### src/rtl/svi_pkg.sv
// ----------------------------------------------------------------------------
// svi_pkg
// Shared types, widths and codes for the schema integer validator.
// ----------------------------------------------------------------------------
package svi_pkg;

    // Width in which values, bounds and the divisor are compared (8 to 64).
    localparam int VALUE_WIDTH = 64;
    localparam int REG_WIDTH   = 64;
    localparam int IDX_WIDTH   = 3;

    typedef enum logic [1:0] {
        KIND_INT    = 2'd0,
        KIND_DOUBLE = 2'd1,
        KIND_OTHER  = 2'd2,
        KIND_SPARE  = 2'd3
    } t_kind;

    typedef enum logic [1:0] {
        VERDICT_VALID   = 2'd0,
        VERDICT_TYPE    = 2'd1,
        VERDICT_KEYWORD = 2'd2
    } t_verdict;

    typedef enum logic [2:0] {
        FAIL_NONE     = 3'd0,
        FAIL_TYPE     = 3'd1,
        FAIL_FRACTION = 3'd2,
        FAIL_MIN      = 3'd3,
        FAIL_EXCL_MIN = 3'd4,
        FAIL_MAX      = 3'd5,
        FAIL_EXCL_MAX = 3'd6,
        FAIL_MULTIPLE = 3'd7
    } t_fail_code;

    typedef enum logic [IDX_WIDTH-1:0] {
        REG_DRAFT_MODE     = 3'd0,
        REG_KEYWORD_MASK   = 3'd1,
        REG_MINIMUM        = 3'd2,
        REG_EXCLUSIVE_LOW  = 3'd3,
        REG_MAXIMUM        = 3'd4,
        REG_EXCLUSIVE_HIGH = 3'd5,
        REG_DIVISOR        = 3'd6,
        REG_UNUSED         = 3'd7
    } t_reg_index;

    // Keyword mask bit positions.
    localparam int KW_MIN      = 0;
    localparam int KW_EXCL_MIN = 1;
    localparam int KW_MAX      = 2;
    localparam int KW_EXCL_MAX = 3;
    localparam int KW_MULTIPLE = 4;

    // Configuration as seen by the check stage.
    typedef struct packed {
        logic                   draft6;
        logic [4:0]             kw_mask;
        logic [REG_WIDTH-1:0]   minimum;
        logic [REG_WIDTH-1:0]   excl_low;
        logic [REG_WIDTH-1:0]   maximum;
        logic [REG_WIDTH-1:0]   excl_high;
        logic [REG_WIDTH-1:0]   divisor;
    } t_cfg;

    // Request travelling through the remainder pipeline.
    typedef struct packed {
        logic                   valid;
        t_fail_code             code;
        logic                   need_mod;
        logic                   div_zero;
    } t_mod_ctl;

endpackage

### src/rtl/svi_check.sv
// ----------------------------------------------------------------------------
// svi_check
// Second stage: applies the bound keywords in order and prepares the
// magnitudes for the multipleOf remainder.
// ----------------------------------------------------------------------------
module svi_check
    import svi_pkg::*;
(
    input  logic                   i_clk,
    input  logic                   i_rst_n,
    input  logic                   i_en,
    input  t_cfg                   i_cfg,
    input  logic                   i_valid,
    input  logic [VALUE_WIDTH-1:0] i_value,
    input  t_fail_code             i_code,
    output t_mod_ctl               o_ctl,
    output logic [VALUE_WIDTH-1:0] o_val_mag,
    output logic [VALUE_WIDTH-1:0] o_div_mag
);

    logic signed [VALUE_WIDTH-1:0] v;
    logic signed [VALUE_WIDTH-1:0] mn;
    logic signed [VALUE_WIDTH-1:0] xl;
    logic signed [VALUE_WIDTH-1:0] mx;
    logic signed [VALUE_WIDTH-1:0] xh;
    logic        [VALUE_WIDTH-1:0] d;
    t_fail_code                    n_code;
    logic [VALUE_WIDTH-1:0]        n_val_mag;
    logic [VALUE_WIDTH-1:0]        n_div_mag;

    t_mod_ctl               r_ctl;
    logic [VALUE_WIDTH-1:0] r_val_mag;
    logic [VALUE_WIDTH-1:0] r_div_mag;

    // Ordered bound checks.
    always_comb begin
        v      = i_value;
        mn     = i_cfg.minimum[VALUE_WIDTH-1:0];
        xl     = i_cfg.excl_low[VALUE_WIDTH-1:0];
        mx     = i_cfg.maximum[VALUE_WIDTH-1:0];
        xh     = i_cfg.excl_high[VALUE_WIDTH-1:0];
        d      = i_cfg.divisor[VALUE_WIDTH-1:0];
        n_code = i_code;
        if (i_code == FAIL_NONE) begin
            if (i_cfg.draft6) begin
                if (i_cfg.kw_mask[KW_MIN] && v < mn) begin
                    n_code = FAIL_MIN;
                end else if (i_cfg.kw_mask[KW_EXCL_MIN] && !(xl < v)) begin
                    n_code = FAIL_EXCL_MIN;
                end else if (i_cfg.kw_mask[KW_MAX] && mx < v) begin
                    n_code = FAIL_MAX;
                end else if (i_cfg.kw_mask[KW_EXCL_MAX] && !(v < xh)) begin
                    n_code = FAIL_EXCL_MAX;
                end
            end else begin
                if (i_cfg.kw_mask[KW_MIN] && v < mn) begin
                    n_code = FAIL_MIN;
                end else if (i_cfg.kw_mask[KW_MIN] && i_cfg.kw_mask[KW_EXCL_MIN]
                             && i_cfg.excl_low != '0 && v == mn) begin
                    n_code = FAIL_EXCL_MIN;
                end else if (i_cfg.kw_mask[KW_MAX] && mx < v) begin
                    n_code = FAIL_MAX;
                end else if (i_cfg.kw_mask[KW_MAX] && i_cfg.kw_mask[KW_EXCL_MAX]
                             && i_cfg.excl_high != '0 && v == mx) begin
                    n_code = FAIL_EXCL_MAX;
                end
            end
        end
        n_val_mag = v[VALUE_WIDTH-1] ? (~i_value + 1'b1) : i_value;
        n_div_mag = d[VALUE_WIDTH-1] ? (~d + 1'b1) : d;
    end

    // Stage register: only the valid bit is reset.
    always_ff @(posedge i_clk) begin
        if (!i_rst_n) begin
            r_ctl.valid <= 1'b0;
        end else if (i_en) begin
            r_ctl.valid <= i_valid;
        end
        if (i_en) begin
            r_ctl.code     <= n_code;
            r_ctl.need_mod <= i_cfg.kw_mask[KW_MULTIPLE] && (n_code == FAIL_NONE);
            r_ctl.div_zero <= (n_div_mag == '0);
            r_val_mag      <= n_val_mag;
            r_div_mag      <= n_div_mag;
        end
    end

    assign o_ctl     = r_ctl;
    assign o_val_mag = r_val_mag;
    assign o_div_mag = r_div_mag;

endmodule

### config.mk
export PLATFORM = sky130hd
export DESIGN_NAME = svi_check
export DESIGN_NICKNAME = d
export VERILOG_FILES = /design/src/rtl/svi_pkg.sv /design/src/rtl/svi_check.sv
export SDC_FILE = /design/constraint.sdc
export NUM_CORES = 1
export LEC_CHECK = 0
export ABC_AREA = 1
export BUFFER_PORTS_ARGS = -buffer_cell sky130_fd_sc_hd__buf_4
export CAP_MARGIN = 20
export CORE_ASPECT_RATIO = 0.6
export CORE_UTILIZATION = 40
export DETAILED_ROUTE_END_ITERATION = 8
export HOLD_SLACK_MARGIN = 0.06
export PLACE_DENSITY = 0.77
export SYNTH_ARGS = -nofsm -noshare
export SYNTH_HDL_FRONTEND = slang
export SYNTH_SLANG_ARGS = --single-unit
### constraint.sdc
create_clock -name i_clk -period 3.5 [get_ports i_clk]
set_input_delay 0.175 -clock i_clk [delete_from_list [all_inputs] [get_ports i_clk]]
set_output_delay 0.175 -clock i_clk [all_outputs]
set_load 0.02 [all_outputs]
# After elaboration in Yosys (flattened, before gate mapping)
# Index checks and enable logic that the tools add are counted.
# word_totals
register_bits	134
in_bits	397
out_inout_bits	134
wordCells	47
# classes
n_addsub	2
n_lt_le_gt_ge	4
n_eq_ne	2
muxes	12
bitwise	2
reduce_logical	18
# op_table
operator	count
$lt A64 B64 Y1	4
$add A64 B1 Y64 const B	2
$eq A64 B64 Y1	2
$not A64 Y64	2
$reduce_bool A64 Y1	2
$logic_not A64 Y1	1
$mux W64	1
$mux W63	1
$mux W3	10
$logic_and A1 B1 Y1	11
$logic_not A3 Y1	2
$logic_not A1 Y1	2

# Logic depth before layout (Yosys ltp)
# logic_depth
depth_word	11
depth_mapped	25
ltp_nobuf	25

# Least setup slack after synthesis
# OpenSTA, ideal clock, no wires.
# synth_path
kind	input-to-reg
start	in i_value[63]
end	reg r_ctl, in the netlist o_ctl[4] (data pin)
setup_ns	0.256
arrival_time_ns	2.517
required_time_ns	3.244
slack_ns	0.727
stages	21
path_buffers	3
cell_sequence	clkbuf_1 -> inv_1 -> clkbuf_1 -> clkbuf_1 -> ha_1 -> nand2_1 -> nor2_1 -> nand2_1 -> nor4_1 -> and3_1 -> nand2_1 -> nand2_1 -> nand2_1 -> nand3_1 -> nand2_1 -> inv_1 -> nand2_1 -> nand2_1 -> nand2_1 -> a21oi_1 -> inv_1
# synth_via
elab_chain_len	9
elab_cells_between_ends	24
classes_between	order compare: 4; eq/ne: 2; mux: 10; reduce/logical: 8
# synth_rtl
item	line_no	source
start: declaration	svi_check.sv:14	input logic [VALUE_WIDTH-1:0] i_value,
$lt A64 B64 Y1	svi_check.sv:52	end else if (i_cfg.kw_mask[KW_EXCL_MAX] && !(v < xh)) begin
$logic_not A1 Y1	svi_check.sv:52	
$logic_and A1 B1 Y1	svi_check.sv:52	
$mux W3	svi_check.sv:52	
$mux W3	svi_check.sv:50	end else if (i_cfg.kw_mask[KW_MAX] && mx < v) begin
$mux W3	svi_check.sv:48	end else if (i_cfg.kw_mask[KW_EXCL_MIN] && !(xl < v)) begin
$mux W3	svi_check.sv:46	if (i_cfg.kw_mask[KW_MIN] && v < mn) begin
$mux W3 *	svi_check.sv:45	if (i_cfg.draft6) begin
$mux W3 *	svi_check.sv:44	if (i_code == FAIL_NONE) begin
named net n_code[2]	svi_check.sv:27	t_fail_code n_code;
end: declaration	svi_check.sv:31	t_mod_ctl r_ctl;
# The timed path passes the listed nets; every way through them passes the cells marked *.
# A chain may end at the register's enable or synchronous reset.

# Final worst setup path
# layout_path
start	in i_value[0]
end	reg r_val_mag[52] (netlist: o_val_mag[52]) (data pin)
# layout_via
elab_chain_len	3
# layout_rtl
item	line_no	source
$not A64 Y64	svi_check.sv:69	n_val_mag = v[VALUE_WIDTH-1] ? (~i_value + 1'b1) : i_value;
$add A64 B1 Y64	svi_check.sv:69	
$mux W63	svi_check.sv:69	
named net n_val_mag[52]	svi_check.sv:28	logic [VALUE_WIDTH-1:0] n_val_mag;
end signal: assignment	svi_check.sv:84	r_val_mag <= n_val_mag;
end: declaration	svi_check.sv:32	logic [VALUE_WIDTH-1:0] r_val_mag;
# The timed path passes the listed nets, and every way through them passes these cells.

==> results.ini <==
[status]
status = finished, final reports clean

[global_route]
antenna_found_initial = 9
first_global_vias = 16200
grt_usage_pct = 35.0
gr-total-overflow = 0
grt_pass1_wl_mm = 99.5
grt_max_degree = 73

[critical_path]
critPathMaxFanout = 5
crit_family = simple AND/OR/NAND/NOR gates
required_ps = 3700
end_kind = register
cp_cell_sequence = dlygate4sd3_1 -> buf_4 -> inv_1 -> ha_1 -> inv_1 -> nor2_1 -> nand3_1 -> nor2_1 -> nand2_1 -> nor2_1 -> inv_1 -> nor4_1 -> nand3_1 -> o21ai_1 -> o21ai_0 -> xor2_1
cp_slowest_cell = dlygate4sd3_1
worst_setup_path_start_kind = input port
cp.arrival_ps = 3420
critPathBufInv = 5
critical-path-max-stage-delay_ps = 530
path_class = in -> reg

[floorplan]
num_io_pins = 531
fp-row-count = 54
die_h_um = 152
die_area_mm2 = 0.0384
die_w_um = 252
core-area_mm2 = 0.0367
floorplan.initialDensity_pct = 41.0

[place]
placed_cells = 3063
place_area_mm2 = 0.0197
portBuffers = 530
dp_hpwl_mm = 59.3
gp_congestion = 1.08

[sta]
tightest_slew_ps = 806
fmaxAchievable_mhz = 310
slew_violations = 0
layout_min_cycle_time_ps = 3230
timing.final.crit_share_pct = 92.2
slew_headroom_pct = 45.7
setup_violations = 0
holdWs_ps = 90.5
skew_ps = 0
tns_ps = 0
hold_viol_final = 0
rsz0062_at_grt = false

[power_and_ir_drop]
power_w = 0.00609
power.leakage_nw = 10.4
power_density_mw_per_mm2 = 298
irDropWorstVdd_mv = 0.349

[clock_tree]
cts_tree = yes
clk_latency_ps = 440
path_clk_slew_ps = 60
cts_max_path_buffers = 2
h-tree-depth = 4
clock_sinks = 134
cts_buffers = 17
cts-root-buf = clkbuf_16

[yosys]
syn_inst = 2030
synth.distinct_cells = 49
syn-num-nets = 2683
ys.flop_type = edfxtp_1
synth_warnings = 0
seq_area_frac_synth_pct = 26.7
ys_ff_latch = 134
synth_edf_count = 133
async_flop_share_pct = 0
syn_area_mm2 = 0.0150
syn_avg_cell_area_um2 = 7.41

[finish]
nets = 3245
final_area_mm2 = 0.0204
finalNonFillerCells = 3118
area_growth_pct = 36.0
drive_gt1_share_pct = 24.0

[drt]
drtIter0Drc = 1794
firstDrtPassIters = 5
via_per_inst = 5.46
antenna_left = 0
drc = 0
vias = 17000
routedWlPerCell_um = 22.1
postRouteWirelength_mm = 68.8

[job]
max_cap_violations = 0

[worst_hold_path]
min_path_type = in -> reg

[layout by cell type, fill, tap and decap left out, types with 3 or more instances in the layout]
cell type and n:
nand4_1 62, dlygate4sd3_1 14, ha_1 256, nor2_1 236, nor4_1 62, a21oi_1 137
o21ai_0 71, xnor2_1 8, xor2_1 111, nor3_1 42, a31oi_1 3, clkbuf_16 17
clkinvlp_4 4, nand3_1 73, inv_2 5, nand3_2 3, nor2_4 3, clkinv_4 3
diode_2 9, inv_1 367, o21a_1 6, or2_2 6, o31ai_1 6, nand2_1 371
buf_4 542, nor3_2 8, nor2_2 8, nand2_2 6, inv_6 3, edfxtp_1 133
o21ai_1 4
[where the power goes]
| group | total (W) | leakage, nW | switching (W) | internal, W |
|---|---|---|---|---|
| Clock | 0.00183 | 0.272 | 0.000810 | 0.00102 |
| Sequential | 0.00204 | 1.31 | 0.0000708 | 0.00197 |
| Combinational | 0.00222 | 8.85 | 0.00131 | 0.000907 |
| Total | 0.00609 | 10.4 | 0.00219 | 0.00389 |
[routing by layer]
layer,share of wire (%),up-vias,track usage [%]
met1,44,7969,49.0
met4,3.5,0,12.3
met5,0,-,0
met2,42,989,51.8
met3,11,139,9.10
li1,-,7935,-
[area by class of cell]
cell class              instances  area (um^2)
fillers                      3487        16200
multi-input cells            1508         9560
repair buffers                558         4240
flip-flops and latches        134         4010
inverters                     373         1400
well taps                     504          631
clock buffers                  19          453
clock inverters                13          123
diodes                          9         22.5
[flip-flops by register name, indices dropped and copies added (netlist names)]
register	flops
o_ctl	6
o_div_mag	64
o_val_mag	64
[metrics by stage]
stage	util, %	worst slack (ps)
after floorplan	-	727
after global placement	53.7	574
after detailed placement	53.7	477
after CTS	55.7	397
after global routing	55.7	118
final	55.7	274
[final timing paths]
path	startpoint	endpoint	slack [ps]	cells after the start
setup / recovery	i_value[0]	o_val_mag[52]$_DFFE_PP_	270	16
hold / removal	i_cfg[27]	o_div_mag[27]$_DFFE_PP_	90	2
setup reg to reg	o_ctl[5]$_SDFFE_PN0P_	o_ctl[5]$_SDFFE_PN0P_	2290	3
hold reg to reg	o_ctl[5]$_SDFFE_PN0P_	o_ctl[5]$_SDFFE_PN0P_	1090	3
[synth_stat cells, types with 2 or more instances]
cell | count | area share, %
or4_1 | 2 | 0.10
clkbuf_1 | 9 | 0.22
xor2_1 | 111 | 6.5
buf_2 | 3 | 0.10
nor2_1 | 236 | 5.9
and3_1 | 2 | 0.083
nand2_1 | 371 | 9.3
o31ai_1 | 6 | 0.30
a31oi_1 | 3 | 0.12
nand3b_1 | 2 | 0.10
a21oi_1 | 137 | 4.6
nand3_1 | 73 | 2.4
a21o_1 | 2 | 0.10
nor4_1 | 62 | 2.6
ha_1 | 256 | 21
nand3_2 | 3 | 0.20
o21ai_0 | 71 | 2.4
inv_2 | 5 | 0.12
nor3_1 | 42 | 1.4
nor2_4 | 3 | 0.22
xnor2_1 | 8 | 0.47
buf_1 | 3 | 0.075
or2_2 | 6 | 0.25
nor3_2 | 8 | 0.53
nor2_2 | 8 | 0.33
o21bai_1 | 2 | 0.10
edfxtp_1 | 133 | 27
nand4_1 | 62 | 2.6
a211oi_1 | 2 | 0.10
o21ai_1 | 4 | 0.13
inv_1 | 367 | 9.2
nand2_2 | 6 | 0.25
o21a_1 | 6 | 0.30
[logic make-up (layout without fill, tap and decap cells)]
logic type | count (synthesis) | count (layout) | share of synthesized area (%)
AOI/OAI and AO/OA | 239 | 239 | 8.51
xor gates and xnor gates | 120 | 120 | 7.04
adders and majority gates | 256 | 256 | 21.3
buffers and inverters | 388 | 963 | 9.71
DFF | 134 | 134 | 26.7
other | 0 | 9 | 0
and+or+nand+nor | 893 | 893 | 26.7
[worst register-to-register path, delay by kind of cell, from the launching register on]
family | cells | cell delay (ps)
buf+inv | 1 | 580
compound gates | 2 | 200
flops | 1 | 310
[repair_timing]
item | in CTS | in global routing
resized for setup | 0 | 0
setup buffers | 0 | 0
hold buffers | 14 | 0
hold endpoints to repair | 13 | 0
No activity file was read; power rests on OpenSTA's default activity.
